===== src/rtl/core/sbcf_pkg.sv =====
// ----------------------------------------------------------------------------
// sbcf_pkg
// Shared types, register indexes and the cosine ease table generator for the
// status blink code fader.
// ----------------------------------------------------------------------------
package sbcf_pkg;

	localparam int CFG_INDEX_W = 3;
	localparam int CFG_DATA_W  = 16;

	// Register indexes of the configuration port.
	typedef enum logic [CFG_INDEX_W-1:0] {
		REG_LED_ENABLE  = 3'd0,
		REG_BRIGHTNESS  = 3'd1,
		REG_REPEAT_MS   = 3'd2,
		REG_SLOT_MS     = 3'd3,
		REG_FADE_IN_MS  = 3'd4,
		REG_HOLD_MS     = 3'd5,
		REG_FADE_OUT_MS = 3'd6
	} reg_idx_t;

	localparam logic [15:0] RST_REPEAT_MS   = 16'd3000;
	localparam logic [15:0] RST_SLOT_MS     = 16'd400;
	localparam logic [15:0] RST_FADE_IN_MS  = 16'd120;
	localparam logic [15:0] RST_HOLD_MS     = 16'd80;
	localparam logic [15:0] RST_FADE_OUT_MS = 16'd120;

	// Q1.15 full scale and rounding half.
	localparam logic [15:0] Q15_ONE  = 16'h8000;
	localparam logic [15:0] Q15_HALF = 16'h4000;

	localparam logic [63:0] Q30_ONE     = 64'd1 << 30;
	localparam logic [63:0] HALF_PI_Q30 = 64'd1686629713;

	typedef struct packed {
		logic        led_enable;
		logic [7:0]  brightness;
		logic [15:0] repeat_ms;
		logic [15:0] slot_ms;
		logic [15:0] fade_in_ms;
		logic [15:0] hold_ms;
		logic [15:0] fade_out_ms;
	} cfg_t;

	// Which quantity the shared divider works on.
	typedef enum logic [1:0] {
		DIV_ROLL = 2'd0,
		DIV_SLOT = 2'd1,
		DIV_RISE = 2'd2,
		DIV_FALL = 2'd3
	} div_op_t;

	typedef struct packed {
		logic    load_in;
		logic    div_start;
		div_op_t div_op;
		logic    take_roll;
		logic    take_elapsed;
		logic    take_pos;
		logic    take_hold;
		logic    take_idx;
		logic    take_factor;
		logic    lvl_mul;
		logic    out_load;
	} dp_cmd_t;

	typedef struct packed {
		logic dark;
		logic roll_need;
		logic in_window;
		logic past_pulse;
		logic in_rise;
		logic in_hold;
		logic div_done;
	} dp_status_t;

	// Prioritised blink count from the link flags.
	function automatic logic [2:0] pulse_count(input logic wifi_up, input logic broker_enabled,
			input logic broker_up, input logic device_up);
		logic [2:0] cnt;
		if (!wifi_up) begin
			cnt = 3'd4;
		end else if (broker_enabled && !broker_up) begin
			cnt = 3'd3;
		end else if (!device_up) begin
			cnt = 3'd2;
		end else begin
			cnt = 3'd1;
		end
		return cnt;
	endfunction

	// Sine of a Q30 angle in [0, pi/4] by a nested Taylor series.
	function automatic logic [63:0] sin_q30(input logic [63:0] t);
		logic [63:0] t2;
		logic [63:0] term;
		t2   = (t * t) >> 30;
		term = Q30_ONE;
		term = Q30_ONE - (((t2 * term) >> 30) / 64'd110);
		term = Q30_ONE - (((t2 * term) >> 30) / 64'd72);
		term = Q30_ONE - (((t2 * term) >> 30) / 64'd42);
		term = Q30_ONE - (((t2 * term) >> 30) / 64'd20);
		term = Q30_ONE - (((t2 * term) >> 30) / 64'd6);
		return (t * term) >> 30;
	endfunction

	// Lower half of the ease table: round(32768 * sin^2(pi*i/(2N))), N = 2^index_bits.
	// Evaluated at elaboration only.
	function automatic logic [15:0] ease_low_half(input int unsigned i,
			input int unsigned index_bits);
		logic [63:0] t;
		logic [63:0] s;
		t = (HALF_PI_Q30 * 64'(i)) >> index_bits;
		s = sin_q30(t);
		return 16'((s * s + (64'd1 << 44)) >> 45);
	endfunction

endpackage


===== src/rtl/core/sbcf_div.sv =====
// ----------------------------------------------------------------------------
// sbcf_div
// Restoring divider, one quotient bit per cycle, 16-bit divisor.
// ----------------------------------------------------------------------------
module sbcf_div #(
	parameter int DIV_W = 32
) (
	input  logic             clk,
	input  logic             arst_n,
	input  logic             start,
	input  logic [DIV_W-1:0] dividend,
	input  logic [15:0]      divisor,
	output logic [DIV_W-1:0] quotient,
	output logic [15:0]      remainder,
	output logic             done
);

	localparam int CNT_W = $clog2(DIV_W + 1);

	logic             busy_q;
	logic             done_q;
	logic [CNT_W-1:0] cnt_q;
	logic [DIV_W-1:0] dvd_q;
	logic [15:0]      rem_q;
	logic [15:0]      dsr_q;

	logic [16:0] trial;
	logic [16:0] diff;
	logic        fits;

	assign trial = {rem_q, dvd_q[DIV_W-1]};
	assign fits  = trial >= {1'b0, dsr_q};
	assign diff  = trial - {1'b0, dsr_q};

	always_ff @(posedge clk or negedge arst_n) begin
		if (!arst_n) begin
			busy_q <= 1'b0;
			done_q <= 1'b0;
			cnt_q  <= '0;
		end else begin
			done_q <= busy_q && (cnt_q == CNT_W'(1));
			if (start) begin
				busy_q <= 1'b1;
				cnt_q  <= CNT_W'(DIV_W);
			end else if (busy_q) begin
				cnt_q <= cnt_q - CNT_W'(1);
				if (cnt_q == CNT_W'(1)) begin
					busy_q <= 1'b0;
				end
			end
		end
	end

	always_ff @(posedge clk) begin
		if (start) begin
			dvd_q <= dividend;
			rem_q <= '0;
			dsr_q <= divisor;
		end else if (busy_q) begin
			rem_q <= fits ? diff[15:0] : trial[15:0];
			dvd_q <= {dvd_q[DIV_W-2:0], fits};
		end
	end

	assign quotient  = dvd_q;
	assign remainder = rem_q;
	assign done      = done_q;

endmodule


===== src/rtl/core/sbcf_ctrl.sv =====
// ----------------------------------------------------------------------------
// sbcf_ctrl
// Sequencer for one tick: period rollover, slot position, ease lookup, level.
// ----------------------------------------------------------------------------
module sbcf_ctrl
	import sbcf_pkg::*;
(
	input  logic       clk,
	input  logic       arst_n,
	input  logic       in_valid,
	output logic       in_ready,
	output logic       out_valid,
	input  logic       out_ready,
	input  dp_status_t st,
	output dp_cmd_t    cmd
);

	typedef enum logic [3:0] {
		ST_IDLE,
		ST_ROLL,
		ST_ROLL_WAIT,
		ST_WIN,
		ST_SLOT_WAIT,
		ST_PHASE,
		ST_EASE_WAIT,
		ST_LOOKUP,
		ST_MUL,
		ST_FINISH
	} state_t;

	state_t state_q;
	state_t state_d;
	logic   out_valid_q;
	logic   out_free;

	assign in_ready  = (state_q == ST_IDLE);
	assign out_valid = out_valid_q;
	assign out_free  = !out_valid_q || out_ready;

	always_comb begin
		cmd     = '0;
		state_d = state_q;
		unique case (state_q)
			ST_IDLE: begin
				if (in_valid) begin
					cmd.load_in = 1'b1;
					state_d     = st.dark ? ST_FINISH : ST_ROLL;
				end
			end
			ST_ROLL: begin
				if (st.roll_need) begin
					cmd.div_start = 1'b1;
					cmd.div_op    = DIV_ROLL;
					state_d       = ST_ROLL_WAIT;
				end else begin
					cmd.take_elapsed = 1'b1;
					state_d          = ST_WIN;
				end
			end
			ST_ROLL_WAIT: begin
				if (st.div_done) begin
					cmd.take_roll = 1'b1;
					state_d       = ST_WIN;
				end
			end
			ST_WIN: begin
				if (st.in_window) begin
					cmd.div_start = 1'b1;
					cmd.div_op    = DIV_SLOT;
					state_d       = ST_SLOT_WAIT;
				end else begin
					state_d = ST_FINISH;
				end
			end
			ST_SLOT_WAIT: begin
				if (st.div_done) begin
					cmd.take_pos = 1'b1;
					state_d      = ST_PHASE;
				end
			end
			ST_PHASE: begin
				priority if (st.past_pulse) begin
					state_d = ST_FINISH;
				end else if (st.in_rise) begin
					cmd.div_start = 1'b1;
					cmd.div_op    = DIV_RISE;
					state_d       = ST_EASE_WAIT;
				end else if (st.in_hold) begin
					cmd.take_hold = 1'b1;
					state_d       = ST_MUL;
				end else begin
					cmd.div_start = 1'b1;
					cmd.div_op    = DIV_FALL;
					state_d       = ST_EASE_WAIT;
				end
			end
			ST_EASE_WAIT: begin
				if (st.div_done) begin
					cmd.take_idx = 1'b1;
					state_d      = ST_LOOKUP;
				end
			end
			ST_LOOKUP: begin
				cmd.take_factor = 1'b1;
				state_d         = ST_MUL;
			end
			ST_MUL: begin
				cmd.lvl_mul = 1'b1;
				state_d     = ST_FINISH;
			end
			ST_FINISH: begin
				if (out_free) begin
					cmd.out_load = 1'b1;
					state_d      = ST_IDLE;
				end
			end
			default: begin
				state_d = ST_IDLE;
			end
		endcase
	end

	always_ff @(posedge clk or negedge arst_n) begin
		if (!arst_n) begin
			state_q     <= ST_IDLE;
			out_valid_q <= 1'b0;
		end else begin
			state_q <= state_d;
			if (cmd.out_load) begin
				out_valid_q <= 1'b1;
			end else if (out_ready) begin
				out_valid_q <= 1'b0;
			end
		end
	end

endmodule


===== src/rtl/core/sbcf_datapath.sv =====
// ----------------------------------------------------------------------------
// sbcf_datapath
// Cycle state, slot arithmetic, ease table, level multiply and result word.
// ----------------------------------------------------------------------------
module sbcf_datapath
	import sbcf_pkg::*;
#(
	parameter int EASE_INDEX_BITS = 8,
	parameter int TIME_WIDTH      = 32
) (
	input  logic        clk,
	input  logic        arst_n,
	input  cfg_t        cfg,
	input  logic        cycle_clear,
	input  logic [31:0] now_ms,
	input  logic        wifi_up,
	input  logic        broker_enabled,
	input  logic        broker_up,
	input  logic        device_up,
	input  dp_cmd_t     cmd,
	output dp_status_t  st,
	output logic [7:0]  led_level,
	output logic [2:0]  pulses_in_cycle
);

	localparam int DIV_W  = (TIME_WIDTH > 16 + EASE_INDEX_BITS) ?
		TIME_WIDTH : 16 + EASE_INDEX_BITS;
	localparam int EASE_N = 1 << EASE_INDEX_BITS;
	localparam int HALF   = EASE_N / 2;
	localparam int IDX_W  = EASE_INDEX_BITS + 1;

	// Lower half of the ease curve; the upper half is its mirror image.
	logic [15:0] ease_lo [HALF+1];

	for (genvar g = 0; g <= HALF; g++) begin : g_ease
		localparam logic [15:0] ENTRY = ease_low_half(g, EASE_INDEX_BITS);
		assign ease_lo[g] = ENTRY;
	end

	logic [TIME_WIDTH-1:0] now_q;
	logic [TIME_WIDTH-1:0] start_q;
	logic [2:0]            count_q;
	logic [2:0]            pulses_q;
	logic                  valid_q;
	logic [15:0]           elapsed_q;
	logic [15:0]           pos_q;
	logic                  fall_q;
	logic [IDX_W-1:0]      idx_q;
	logic [15:0]           factor_q;
	logic [7:0]            level_q;
	logic [7:0]            led_level_q;
	logic [2:0]            pulses_out_q;

	logic [TIME_WIDTH-1:0] now_in;
	logic [2:0]            count_in;
	logic                  dark;
	logic [15:0]           period;
	logic [TIME_WIDTH-1:0] elapsed_full;
	logic [18:0]           window_len;
	logic [17:0]           pulse_len;
	logic [16:0]           hold_end;
	logic [15:0]           fall_off;
	logic [DIV_W-1:0]      div_dvd;
	logic [15:0]           div_dsr;
	logic [DIV_W-1:0]      div_quot;
	logic [15:0]           div_rem;
	logic                  div_done;
	logic [IDX_W-1:0]      mirror;
	logic [15:0]           ease_val;
	logic [23:0]           prod;

	assign now_in       = now_ms[TIME_WIDTH-1:0];
	assign count_in     = pulse_count(wifi_up, broker_enabled, broker_up, device_up);
	assign dark         = !cfg.led_enable || (cfg.brightness == 8'd0);
	assign period       = (cfg.repeat_ms == 16'd0) ? 16'd1 : cfg.repeat_ms;
	assign elapsed_full = now_q - start_q;
	assign window_len   = 19'(pulses_q) * 19'(cfg.slot_ms);
	assign pulse_len    = 18'(cfg.fade_in_ms) + 18'(cfg.hold_ms) + 18'(cfg.fade_out_ms);
	assign hold_end     = 17'(cfg.fade_in_ms) + 17'(cfg.hold_ms);
	assign fall_off     = pos_q - cfg.fade_in_ms - cfg.hold_ms;

	assign st.dark       = dark;
	assign st.roll_need  = elapsed_full >= TIME_WIDTH'(period);
	assign st.in_window  = 19'(elapsed_q) < window_len;
	assign st.past_pulse = 18'(pos_q) >= pulse_len;
	assign st.in_rise    = pos_q < cfg.fade_in_ms;
	assign st.in_hold    = 17'(pos_q) < hold_end;
	assign st.div_done   = div_done;

	always_comb begin
		unique case (cmd.div_op)
			DIV_ROLL: begin
				div_dvd = DIV_W'(elapsed_full);
				div_dsr = period;
			end
			DIV_SLOT: begin
				div_dvd = DIV_W'(elapsed_q);
				div_dsr = cfg.slot_ms;
			end
			DIV_RISE: begin
				div_dvd = DIV_W'(pos_q) << EASE_INDEX_BITS;
				div_dsr = cfg.fade_in_ms;
			end
			DIV_FALL: begin
				div_dvd = DIV_W'(fall_off) << EASE_INDEX_BITS;
				div_dsr = cfg.fade_out_ms;
			end
			default: begin
				div_dvd = '0;
				div_dsr = 16'd1;
			end
		endcase
	end

	sbcf_div #(
		.DIV_W(DIV_W)
	) u_div (
		.clk      (clk),
		.arst_n   (arst_n),
		.start    (cmd.div_start),
		.dividend (div_dvd),
		.divisor  (div_dsr),
		.quotient (div_quot),
		.remainder(div_rem),
		.done     (div_done)
	);

	// Ease lookup with the upper half mirrored about the midpoint.
	assign mirror   = IDX_W'(EASE_N) - idx_q;
	assign ease_val = (idx_q <= IDX_W'(HALF)) ? ease_lo[idx_q[EASE_INDEX_BITS-1:0]] :
		Q15_ONE - ease_lo[mirror[EASE_INDEX_BITS-1:0]];

	assign prod = 24'(cfg.brightness) * 24'(factor_q) + 24'(Q15_HALF);

	always_ff @(posedge clk or negedge arst_n) begin
		if (!arst_n) begin
			pulses_q <= 3'd0;
			valid_q  <= 1'b0;
		end else if (cycle_clear) begin
			pulses_q <= 3'd0;
			valid_q  <= 1'b0;
		end else if (cmd.load_in && !dark && !valid_q) begin
			pulses_q <= count_in;
			valid_q  <= 1'b1;
		end else if (cmd.take_roll) begin
			pulses_q <= count_q;
		end
	end

	always_ff @(posedge clk) begin
		if (cmd.load_in) begin
			now_q   <= now_in;
			count_q <= count_in;
			level_q <= 8'd0;
			if (!dark && !valid_q) begin
				start_q <= now_in;
			end
		end
		if (cmd.take_roll) begin
			start_q   <= now_q - TIME_WIDTH'(div_rem);
			elapsed_q <= div_rem;
		end
		if (cmd.take_elapsed) begin
			elapsed_q <= elapsed_full[15:0];
		end
		if (cmd.take_pos) begin
			pos_q <= div_rem;
		end
		if (cmd.div_start) begin
			fall_q <= (cmd.div_op == DIV_FALL);
		end
		if (cmd.take_idx) begin
			idx_q <= (div_quot > DIV_W'(EASE_N)) ? IDX_W'(EASE_N) : div_quot[IDX_W-1:0];
		end
		if (cmd.take_hold) begin
			factor_q <= Q15_ONE;
		end
		if (cmd.take_factor) begin
			factor_q <= fall_q ? Q15_ONE - ease_val : ease_val;
		end
		if (cmd.lvl_mul) begin
			level_q <= prod[22:15];
		end
		if (cmd.out_load) begin
			led_level_q  <= level_q;
			pulses_out_q <= pulses_q;
		end
	end

	assign led_level       = led_level_q;
	assign pulses_in_cycle = pulses_out_q;

endmodule


===== src/rtl/core/status_blink_code_fader.sv =====
// ----------------------------------------------------------------------------
// status_blink_code_fader
// Each input word is one millisecond tick with the link flags; each result
// word is the LED level for that tick and the blink count of the current
// repeat period. At the start of every repeat period the count is latched
// from the flags (no wireless gives 4, broker enabled but down gives 3,
// device down gives 2, otherwise 1), and each slot of the period shows one
// pulse that rises on a cosine ease, holds at the set brightness and falls
// again. With the LED disabled or brightness zero the level is zero and the
// cycle state is kept. Rewriting led_enable with a new value restarts the
// cycle. A dark tick goes from acceptance straight to the result hand-off;
// otherwise it passes through up to three divisions on the shared
// restoring divider of width DIV_W (period rollover, slot position, ease
// index), where DIV_W is the larger of TIME_WIDTH and 16 + EASE_INDEX_BITS,
// then, as needed, through lookup, multiply and hand-off. A new tick is
// accepted while the previous result word still waits at the output.
// ----------------------------------------------------------------------------
module status_blink_code_fader
	import sbcf_pkg::*;
#(
	parameter int EASE_INDEX_BITS = 8,
	parameter int TIME_WIDTH      = 32
) (
	input  logic                   clk,
	input  logic                   arst_n,
	input  logic                   cfg_we,
	input  logic [CFG_INDEX_W-1:0] cfg_index,
	input  logic [CFG_DATA_W-1:0]  cfg_wdata,
	input  logic                   in_valid,
	output logic                   in_ready,
	input  logic [31:0]            now_ms,
	input  logic                   wifi_up,
	input  logic                   broker_enabled,
	input  logic                   broker_up,
	input  logic                   device_up,
	output logic                   out_valid,
	input  logic                   out_ready,
	output logic [7:0]             led_level,
	output logic [2:0]             pulses_in_cycle
);

	cfg_t       cfg_q;
	logic       cycle_clear;
	dp_cmd_t    cmd;
	dp_status_t st;

	// Changing led_enable, and only changing it, drops the running cycle.
	assign cycle_clear = cfg_we && (cfg_index == REG_LED_ENABLE) &&
		(cfg_wdata[0] != cfg_q.led_enable);

	// Configuration registers. The user must write them only while no word is in
	// flight, so the sequencer never sees them change under it; the block does not enforce it.
	always_ff @(posedge clk or negedge arst_n) begin
		if (!arst_n) begin
			cfg_q.led_enable  <= 1'b0;
			cfg_q.brightness  <= 8'd0;
			cfg_q.repeat_ms   <= RST_REPEAT_MS;
			cfg_q.slot_ms     <= RST_SLOT_MS;
			cfg_q.fade_in_ms  <= RST_FADE_IN_MS;
			cfg_q.hold_ms     <= RST_HOLD_MS;
			cfg_q.fade_out_ms <= RST_FADE_OUT_MS;
		end else if (cfg_we) begin
			unique case (cfg_index)
				REG_LED_ENABLE:  cfg_q.led_enable  <= cfg_wdata[0];
				REG_BRIGHTNESS:  cfg_q.brightness  <= cfg_wdata[7:0];
				REG_REPEAT_MS:   cfg_q.repeat_ms   <= cfg_wdata;
				REG_SLOT_MS:     cfg_q.slot_ms     <= cfg_wdata;
				REG_FADE_IN_MS:  cfg_q.fade_in_ms  <= cfg_wdata;
				REG_HOLD_MS:     cfg_q.hold_ms     <= cfg_wdata;
				REG_FADE_OUT_MS: cfg_q.fade_out_ms <= cfg_wdata;
				default: begin
				end
			endcase
		end
	end

	// The sequencer steps one tick through its divisions and the datapath
	// carries the cycle state and the arithmetic.
	sbcf_ctrl u_ctrl (
		.clk      (clk),
		.arst_n   (arst_n),
		.in_valid (in_valid),
		.in_ready (in_ready),
		.out_valid(out_valid),
		.out_ready(out_ready),
		.st       (st),
		.cmd      (cmd)
	);

	sbcf_datapath #(
		.EASE_INDEX_BITS(EASE_INDEX_BITS),
		.TIME_WIDTH     (TIME_WIDTH)
	) u_datapath (
		.clk            (clk),
		.arst_n         (arst_n),
		.cfg            (cfg_q),
		.cycle_clear    (cycle_clear),
		.now_ms         (now_ms),
		.wifi_up        (wifi_up),
		.broker_enabled (broker_enabled),
		.broker_up      (broker_up),
		.device_up      (device_up),
		.cmd            (cmd),
		.st             (st),
		.led_level      (led_level),
		.pulses_in_cycle(pulses_in_cycle)
	);

`ifndef SYNTHESIS
	// A dark LED always produces a zero level.
	a_dark_is_zero: assert property (@(posedge clk) disable iff (!arst_n)
		cmd.out_load |=> (led_level == 8'd0) ||
		($past(cfg_q.led_enable) && ($past(cfg_q.brightness) != 8'd0)))
		else $error("nonzero level while LED is dark");

	// The level never exceeds the programmed peak.
	a_level_bounded: assert property (@(posedge clk) disable iff (!arst_n)
		cmd.out_load |=> led_level <= $past(cfg_q.brightness))
		else $error("level above brightness");

	// The latched blink count stays within its range.
	a_count_range: assert property (@(posedge clk) disable iff (!arst_n)
		out_valid |-> pulses_in_cycle <= 3'd4)
		else $error("pulse count out of range");
`endif

endmodule

===== config.mk =====
export PLATFORM = sky130hd
export DESIGN_NAME = status_blink_code_fader
export DESIGN_NICKNAME = d
export VERILOG_FILES = /design/src/rtl/core/sbcf_pkg.sv /design/src/rtl/core/sbcf_div.sv /design/src/rtl/core/sbcf_ctrl.sv /design/src/rtl/core/sbcf_datapath.sv /design/src/rtl/core/status_blink_code_fader.sv
export SDC_FILE = /design/constraint.sdc
export NUM_CORES = 1
export LEC_CHECK = 0
export ABC_AREA = 1
export BUFFER_PORTS_ARGS = -buffer_cell sky130_fd_sc_hd__buf_2
export CAP_MARGIN = 20
export CORE_MARGIN = 2
export CORE_UTILIZATION = 30
export CTS_BUF_LIST = sky130_fd_sc_hd__clkbuf_8
export CTS_CLUSTER_DIAMETER = 60
export DETAILED_ROUTE_END_ITERATION = 8
export SYNTH_ARGS = -nofsm -noshare
export SYNTH_HDL_FRONTEND = slang
export SYNTH_SLANG_ARGS = --single-unit

===== constraint.sdc =====
create_clock -name clk -period 11.05 [get_ports clk]
set_input_delay 1.6575 -clock clk [delete_from_list [all_inputs] [get_ports clk]]
set_output_delay 1.6575 -clock clk [all_outputs]
set_load 0.01 [all_outputs]

== Word-level counts from Yosys, hierarchy flattened ==
Memory sizes are Yosys's and may differ from the RTL's.
Cells that the tools add are included.
Storage, ports and cells
  register bits after elaboration: 314
  bits in read-only memories: 8192
  bits of input ports: 60
  output and inout bits: 13
  word-level logic and storage cells: 189
  memories: 2
Cells by class
  add/subtract/negate cells: 13
  $mul: 2
  magnitude comparators: 10
  eq/ne operators: 25
  multiplexer cells: 70
  bitwise logic cells: 2
  reduce and logical (&&, ||, !) cells: 37
Memories
  (name not given): words 256, bits a word 16, rd ports 1, clocked after Yosys merged registers in 0, write ports 0, RTL line sbcf_datapath.sv:130  | assign ease_val = (idx_q <= IDX_W'(HALF)) ? ease_lo[idx_q[EASE_INDEX_BITS-1:0]] :
  (name not given): words 256, bits a word 16, rd ports 1, clocked after Yosys merged registers in 0, write ports 0, RTL line sbcf_datapath.sv:131  | Q15_ONE - ease_lo[mirror[EASE_INDEX_BITS-1:0]];
Operators by type and width (count)
  16-bit two-way mux: 12
  32-bit two-way mux: 5
  32-bit case mux with 4 select lines: 1
  16-bit case mux with 4 select lines: 1
  16-bit subtractor: 3
  4-bit two-way mux: 10
  4-bit case mux with 10 select lines: 1
  16-bit by 16-bit adder with 17-bit output: 2
  32-bit by 16-bit >= comparator with 1-bit output: 1
  32-bit by 9-bit > comparator with 1-bit output, second input constant: 1
  16-bit subtractor, first input constant: 2
  32-bit by 16-bit subtractor with 32-bit output: 1
  32-bit subtractor: 1
  3-bit two-way mux: 9
  1-bit two-way mux: 24
  23-bit by 15-bit adder with 23-bit output, second input constant: 1
  8-bit by 16-bit multiplier with 23-bit output: 1
  16-bit by 19-bit less-than comparator with 1-bit output: 1
  3-bit by 16-bit multiplier with 19-bit output: 1
  18-bit by 16-bit adder with 18-bit output: 1
  16-bit by 18-bit >= comparator with 1-bit output: 1
  9-bit >= comparator, second input constant: 2
  8-bit inverter with 9-bit output: 2
  17-bit by 16-bit >= comparator with 1-bit output: 1
  other kinds (34): 74

== Depth between registers and ports, before layout ==
Gate-level depths: netlist of run 1.
  depth in word-level cells: 10
  gate-level depth with buffers: 39
  mapped depth without buffers: 38

== Hierarchy ==
From an unflattened synthesis of run 1, not the netlist that was laid out.
Second synthesis, totals
  cells, all modules: 4466
  area total of the unflattened synthesis: 32356.0 um^2
By module, submodules not included
  sbcf_datapath: instances 1, cells each 3466, area an instance 24295.8 um^2, seq. area each 4424.2 um^2
  sbcf_div: instances 1, cells each 522, area an instance 4073.9 um^2, seq. area each 1961.9 um^2
  status_blink_code_fader: instances 1, cells each 398, area an instance 3522.1 um^2, seq. area each 2252.2 um^2
  sbcf_ctrl: instances 1, cells each 80, area an instance 464.2 um^2, seq. area each 125.1 um^2

== Worst setup path before layout of run 1 ==
Ideal clock, no wire load.
  path type: reg-to-reg
  from: register cfg_q[34] in the netlist's numbering
  to: register u_datapath.u_div.dvd_q[0] (netlist: u_datapath.u_div.quotient[0]) (enable)
  setup time: 0.478 ns
  arrival: 5.381 ns
  data required time: 10.572 ns
  slack: 5.191 ns
  cell stages (with the launch flop): 36
  buffers on the path: 1
  period minus slack after synthesis: 5.859 ns
  cells stage by stage: dfrtp_1 inv_1 ha_1 nand3_1 nand2_1 a21oi_1 o21ai_0 nand2_1 nand2_1 a21oi_1 inv_1 a21oi_1 o21bai_1 a21oi_1 o21bai_1 xor2_1 inv_1 ha_1 a21oi_1 nand2_1 a21oi_1 o21ai_0 xor2_1 ha_1 nand4_1 nor3_1 a211oi_1 a21oi_1 nand4_1 nand3_1 nand2_1 inv_2 nand2_1 inv_2 buf_2 nand2_1
On the way
  word-level cells in the longest chain between the ends: 7
  elaborated cells between the ends (all ways): 11
  classes of those cells: add/sub: 3; order compare: 3; mux: 4; reduce/logical: 1
Ends and longest elaborated chain
  start, declared: RTL line status_blink_code_fader.sv:42  | cfg_t cfg_q;
  parallel branches: the longest is 4 deep, another holds 18-bit by 16-bit adder with 18-bit output
  3-bit two-way mux *: RTL line sbcf_ctrl.sv:82  | priority if (st.past_pulse) begin
  3-bit case mux with 3 select lines *: RTL line sbcf_ctrl.sv:43  | unique case (state_q)
  2-bit nonzero test (no line) *
  end signal, assigned: RTL line sbcf_div.sv:56  | dvd_q <= dividend;
  end signal, assigned: RTL line sbcf_div.sv:61  | dvd_q <= {dvd_q[DIV_W-2:0], fits};
  end, declared: RTL line sbcf_div.sv:23  | logic [DIV_W-1:0] dvd_q;
Mark *: on every way between the ends.
A chain may end at the register's enable or synchronous reset.

== Final worst setup path of run 1 ==
  from: register cfg_q[34] in the netlist's numbering
  to: register u_datapath.u_div.dvd_q[7] (netlist: u_datapath.u_div.quotient[7]) (enable)
Same word-level chain as after synthesis.

==> implementation parameters, run 1 <==
Parameter                              Value

Status
  Status ... finished, final reports clean

Global routing
  Largest net degree at the start of global routing ... 69
  Wire length of the first global-routing pass ... 160000 um
  Total track usage ... 18.8%
  Via count of the first global-routing pass ... between 20000 and 30000
  Sum of overflow across all layers after global routing ... 0
  Number of antenna violations at the first check in global routing ... 7

Critical path
  Crit path largest cell delay ... 0.58 ns
  Count of buffer and inverter cells on the critical path ... 7
  Slowest-stage cell, CP ... buf_4
  Element type at the critical path start ... flop
  Arrival time worst endpoint ... around 8.7 ns
  Most common cell type on the critical path ... nand2_1
  Crit path required time ... 11.35 ns
  Critical setup path kind ... reg -> reg
  Maximum net fanout on the critical path ... between 60 and 70
  Category of cells accounting for the largest share of critical-path delay ... simple AND/OR/NAND/NOR gates
  Crit path capture type ... flop

Timing
  Slew at the pin closest to its max-slew limit ... 1.04 ns
  Number of failing setup endpoints in the final timing report ... 0
  Count of final max-slew check failures ... 0
  Total count of hold-check failures in the final report ... 0
  RSZ-0062 raised after global routing ... false
  Clock Skews ... roughly 0.093 ns
  Worst Setup Slack, final ... 2.69 ns
  Period Utilization, post-route ... 75.7%
  Fmax achieved ... 120 MHz
  Smallest hold slack ... 0.422 ns
  Setup TNS ... 0 ns
  Final Critical Period ... 8.36 ns
  Slew Limit Headroom ... 30.2%

Cells and area
  Area Growth Syn to Fin ... 9.36%
  Fraction of final layout cells sized beyond drive strength 1 ... 6.73%
  Net count, final ... 4822
  Commonest cells after routing, fill and taps aside ... 1218 x nand2_1, 648 x inv_1, 310 x o21ai_0, 296 x nand3_1, 294 x ha_1
  Most common cell after layout, fill and taps aside ... nand2_1
  Post-Layout Inst Area ... 34500 um2

Synth
  Post-synthesis net count ... 4820
  Register area share after synthesis ... 27.8%
  Top area cells in the synthesized netlist ... edfxtp_1 18%, nand2_1 15%, ha_1 12%
  Ys async rst share ... 33.8%
  Synth warnings ... 0
  Post-Syn Area ... 31500 um2
  Seq cells post-synth ... 314
  Library cells used by synthesis ... 64
  Dominant register cell in the synthesized netlist ... edfxtp_1
  Share of the synthesized area in the top cell type ... between 10% and 20%
  Mapped Cells ... 4349
  Post-synth EDFFs ... about 190
  Average footprint of a synthesized cell ... between 7 and 8 um2
  Cell taking the most area after synthesis ... edfxtp_1

Worst hold path
  Class of the tightest hold or removal check ... reg -> reg

Power
  Power per cell area ... roughly 230 nW/um2
  Peak supply drop ... 0.185 mV
  Combinational share of power ... between 50% and 60%
  Reported leakage power ... 16.9 nW
  Power dissipated by switching net loads ... 3.84 mW
  Flop pwr share ... 24.6%
  Net Sw Frac ... a little under half
  Int Power ... 4.17 mW
  Part of the total power dissipated in the clock network ... 15.8%
  Power consumption ... 8.02 mW

Clock tree
  Clock latency at the later pin of the worst-skew pair ... between 0.7 and 0.8 ns
  Number of buffers inserted for hold repair after clock tree synthesis ... 0
  Clock tree buffer depth ... 3
  Setup Fix Bufs, Post-CTS ... 0
  Total clock buffers created by CTS ... 55
  Resized Gates After CTS ... 0
  CTS H-tree depth ... 2
  TritonCTS clock tree ... yes
  Cell chosen for the clock root ... clkbuf_8
  TritonCTS Sinks ... 314
  Clock edge transition at the registers on the reported setup and hold paths ... 0.07 ns

Floorplanning
  I/O pin count ... between 70 and 80
  Total die area ... 108000 um2
  DIE HEIGHT ... ~330 um
  Placeable Area ... 104000 um2
  Initial Utilization ... 30.4%
  Horizontal extent of the die ... 328 um
  Placement Rows ... 118

Place
  Post-detailed-placement half-perimeter wirelength ... 80300 um
  Instance area after placement ... 33100 um2
  Final weighted congestion of routability-driven global placement ... 0.966
  Port Buffers ... 72
  Pre-CTS WS ... 2.91 ns

Drt
  Mean number of vias per cell ... 5.05
  Pre-Repair DR Iteration Count ... 6
  Post-Route WL ... about 100000 um
  Drt drc ... 0
  Iteration-0 DRC Markers ... 2829
  Antenna-violating nets left ... 0
  Overall via count from detail_route ... around 30000
  Post-DR wirelength/cell ... 17.9 um

Job
  Maximum Capacitance Violations ... 0
path summary, 6_finish.rpt:
path / slack (ns) / endpoint / from / depth (start not counted)
worst max-delay path: 2.69 / u_datapath.u_div.quotient[7] / cfg_q[34] / 38
worst min-delay path: 0.42 / u_datapath.led_level[2] / u_datapath.level_q[2] / 0
worst max register to register: 2.69 / u_datapath.u_div.quotient[7] / cfg_q[34] / 38
worst min register to register: 0.42 / u_datapath.led_level[2] / u_datapath.level_q[2] / 0
max in group asynchronous: 8.71 / u_datapath.u_div.cnt_q[2] / arst_n / 2
min in group asynchronous: 1.01 / cfg_q[81] / arst_n / 1
kinds of logic after synthesis:
family	Yosys count	share of synthesized area, %
buf+inv	815	10.3
flops	314	27.8
compound gates	744	13.1
xor+xnor	121	3.42
mux	2	0.0635
simple gates	1942	26.3
fa+ha+maj	411	19.1
cells in the mapped netlist (all sizes together), types with 60 or more instances:
library cell	instances
nand4	60
nand3	305
buf	72
xor2	81
edfxtp	192
ha	294
nand2	1233
dfrtp	86
clkbuf	90
a21oi	259
o21ai	328
nor2	240
inv	649
fa	117
registers in the layout, indices dropped and copies added (netlist names), 32 cells and up:
signal                     cells
cfg_q                         89
u_datapath.now_q              32
u_datapath.start_q            32
u_datapath.u_div.quotient     32
through the flow:
step,cells,util [%]
after global placement,5670,31.9
final,5781,33.2
after detailed placement,5670,31.9
after CTS,5774,33.1
after global routing,5778,33.2
after floorplan,4349,-
worst register-to-register path: cells and delay by family (launching register included):
family	cells	cell delay, ns
buf+inv	7	2.11
xor+xnor	2	0.33
flops	1	0.39
fa+ha+maj	3	1.00
simple gates	16	2.53
compound gates	10	1.61
metal layers:
| layer | track usage [%] | wire, um | up-vias |
|---|---|---|---|
| li1 | - | - | 14300 |
| met1 | 26.0 | 46700 | 13700 |
| met2 | 30.6 | 46900 | 1032 |
| met3 | 2.27 | 6350 | 170 |
| met4 | 5.78 | 3310 | 2 |
| met5 | 0 | 8 | - |
power groups by stage:
stage | clock network [mW] | logic [mW] | registers [mW]
after global routing | 1.35 | 5.51 | 2.01
final | 1.27 | 4.78 | 1.97
after CTS | 1.30 | 4.79 | 1.97
after detailed placement | 0 | 4.76 | 1.99
after global placement | 0 | 4.69 | 1.99
after floorplan | 0 | 3.68 | 1.80
cell type report:
type	count	area, um2
inverters	653	2450
flip-flops and latches	314	8760
repair buffers	107	693
clock buffers	66	908
multi-input cells	3220	19500
fillers	11100	69300
diodes	3	7.51
clock inverters	38	382
well taps	1380	1730
Note: power is estimated with default switching activity, not from simulation.
==> run 2: changes to the inputs <==
==> constraint.sdc (replaced) <==
create_clock -name clk -period 7.7 [get_ports clk]
set_input_delay 1.155 -clock clk [delete_from_list [all_inputs] [get_ports clk]]
set_output_delay 1.155 -clock clk [all_outputs]
set_load 0.01 [all_outputs]
==> run 2 against run 1 <==
- worst hold slack worse by 0.0073 ns
- routed wire length is 1.4% higher
- sequential share of layout area hardly changed
- clock skew is 0.029 ns lower
- die area stayed put
- sequential power is 45% higher
- register-to-register slack worse by 1.5 ns
- design area hardly changed
- total power is 43% higher
- clock-buffer cell count is 3 lower
- critical path depth is 2 lower
- largest cell class unchanged
- largest power group unchanged
==> implementation parameters, run 2 (synthesis results as in run 1) <==
Parameter                              Value

Floorplanning
  Total die area ... approximately 110000 um2
  DIE HEIGHT ... 328 um
  I/O pin count ... 73
  Placement Rows ... around 120
  Horizontal extent of the die ... approximately 330 um
  Initial Utilization ... 30.4%
  Placeable Area ... between 100000 and 150000 um2

Critical path
  Slowest-stage cell, CP ... dfrtp_1
  Critical setup path kind ... reg -> reg
  Arrival time worst endpoint ... ~7 ns
  Crit path required time ... 8.06 ns
  Capture instance of the worst register-to-register path ... u_datapath.u_div.quotient[7]
  Maximum net fanout on the critical path ... 32
  Element type at the critical path start ... flop
  Crit path capture type ... flop
  Reg2reg setup slack ... around 1.2 ns
  Launching point of the worst reg2reg path ... cfg_q[34]
  Crit path largest cell delay ... 0.41 ns
  Depth of the worst register-to-register path ... 36
  Most common cell type on the critical path ... a21oi_1

Status
  Status ... finished, final reports clean

Timing
  Fmax achieved ... 153 MHz
  Setup TNS ... 0 ns
  Period Utilization, post-route ... 84.9%
  Number of failing setup endpoints in the final timing report ... 0
  Slew Limit Headroom ... 29.1%
  RSZ-0062 raised after global routing ... false
  Final Critical Period ... 6.54 ns
  Slew at the pin closest to its max-slew limit ... 1.06 ns
  Total count of hold-check failures in the final report ... 0
  Clock Skews ... 0.0639 ns
  Count of final max-slew check failures ... 0

Cells and area
  Most common cell after layout, fill and taps aside ... nand2_1
  Register containing the most flip-flops in the final layout ... cfg_q
  Max reg flops ... between 80 and 90
  Antenna diode count ... 0
  Count of filler cells inserted in the layout ... 11200
  Fraction of final layout cells sized beyond drive strength 1 ... around 6.7%
  Net count, final ... 4831
  Area Growth Syn to Fin ... 9.30%
  Utilization after layout ... 33.2%
  Commonest cells after routing, fill and taps aside ... 1218 x nand2_1, 653 x inv_1, 310 x o21ai_0, 296 x nand3_1, 294 x ha_1

Power
  Power dissipated by switching net loads ... approximately 5.5 mW
  Combinational share of power ... 59.6%
  Part of the total power dissipated in the clock network ... 15.6%
  Flop pwr share ... 24.8%
  Reported leakage power ... 16.9 nW
  Power per cell area ... 334 nW/um2
  Peak supply drop ... 0.273 mV
  Int Power ... 5.96 mW
  Net Sw Frac ... ~48%

Drt
  Post-DR wirelength/cell ... 18.1 um
  Post-Route WL ... 105000 um
  Drt drc ... 0
  Wire length on met1 ... about 46000 um
  Met2 WL ... 47500 um
  Mean number of vias per cell ... roughly 5
  Pre-Repair DR Iteration Count ... 6
  Highest routed layer ... met5
  Iteration-0 DRC Markers ... ~2800
  Sum of met3 wire segment lengths after detailed routing ... 7260 um
  Overall via count from detail_route ... 29600
  Antenna-violating nets left ... 0

Global routing
  Number of antenna violations at the first check in global routing ... 8
  Total track usage ... 19.2%
  Wire length of the first global-routing pass ... about 160000 um
  Via count of the first global-routing pass ... 28400
  Largest net degree at the start of global routing ... 68
  Sum of overflow across all layers after global routing ... 0

Worst hold path
  Class of the tightest hold or removal check ... reg -> reg
  Hold Path Origin ... u_datapath.level_q[1]
  Worst Hold Endpoint ... u_datapath.led_level[1]
  Hold depth ... 0

Clock tree
  TritonCTS Sinks ... around 310
  Number of buffers inserted for hold repair after clock tree synthesis ... 0
  Clock latency at the later pin of the worst-skew pair ... 0.71 ns
  CTS H-tree depth ... 2
  Cell chosen for the clock root ... clkbuf_8
  Clock tree buffer depth ... 3
  Resized Gates After CTS ... 0
  Setup Fix Bufs, Post-CTS ... 0
  Clock edge transition at the registers on the reported setup and hold paths ... about 0.06 ns
  Total clock buffers created by CTS ... 58
  TritonCTS clock tree ... yes

Place
  Final weighted congestion of routability-driven global placement ... slightly below 1
  Post-detailed-placement half-perimeter wirelength ... 81200 um
  Port Buffers ... roughly 70

Job
  Maximum Capacitance Violations ... 0
run 2: cell types whose count changed in the layout (fill, tap and decap cells not counted), moves of 2 or more:
cell / previous run / this run
inv_4: 3 / 1
buf_4: 32 / 39
clkbuf_8: 66 / 63
inv_1: 648 / 653
clkinv_1: 7 / 14
diode_2: 3 / 0
run 2: worst max-delay path by stage:
stage | slack, ns | startpoint | cells after the start | endpoint
2_1_floorplan | 1.84 | cfg_q[34] | 35 | u_datapath.u_div.quotient[0]
3_3_place_gp | 1.40 | cfg_q[34] | 35 | u_datapath.u_div.dsr_q[1]
3_5_place_dp | 1.22 | cfg_q[34] | 35 | u_datapath.u_div.dsr_q[10]
4_1_cts | 1.25 | cfg_q[34] | 35 | u_datapath.u_div.dsr_q[0]
5_1_grt | 0.56 | cfg_q[34] | 35 | u_datapath.u_div.dsr_q[0]
6_report | 1.16 | cfg_q[34] | 36 | u_datapath.u_div.quotient[7]
run 2: metal layers:
layer | vias up | GRT usage [%]
met3 | 236 | 2.86
li1 | 14300 | -
met5 | - | 0
met4 | 2 | 6.52
met1 | 13900 | 26.0
met2 | 1149 | 31.2
run 2: area by class of cell:
class                           count  area [um2]  share of cell area, %
Multi-Input combinational cell   3220       19500                   56.7
Timing Repair Buffer              113         718                   2.09
Tap cell                         1380        1730                   5.01
Clock buffer                       63         867                   2.52
Sequential cell                   314        8760                   25.4
Clock inverter                     46         387                   1.12
Inverter                          653        2450                   7.12
run 2: critical path, delay by kind of cell, from the launching register on:
family | cells | cell delay (ns)
compound gates | 13 | 2.09
xor+xnor | 2 | 0.37
fa+ha+maj | 3 | 0.94
buf+inv | 7 | 0.98
flops | 1 | 0.41
simple gates | 11 | 1.43
run 2: power groups by stage:
stage | registers (mW) | logic, mW | clock network, mW
4_1_cts | 2.85 | 6.87 | 1.82
3_3_place_gp | 2.87 | 6.72 | 0
6_report | 2.85 | 6.85 | 1.79
5_1_grt | 2.90 | 7.96 | 1.89
2_1_floorplan | 2.58 | 5.28 | 0
3_5_place_dp | 2.87 | 6.82 | 0
run 2: metrics by stage:
step / hold WS, ns / setup WS (ns) / power, mW / instance area, um2 / instances
after floorplan: 0.400 / 1.84 / 7.87 / 31500 / 4349
after global placement: 0.403 / 1.40 / 9.59 / 33100 / 5677
after detailed placement: 0.405 / 1.22 / 9.69 / 33100 / 5678
after CTS: 0.417 / 1.25 / 11.5 / 34400 / 5787
after global routing: 0.419 / 0.562 / 12.7 / 34400 / 5789
final: 0.415 / 1.16 / 11.5 / 34400 / 5789
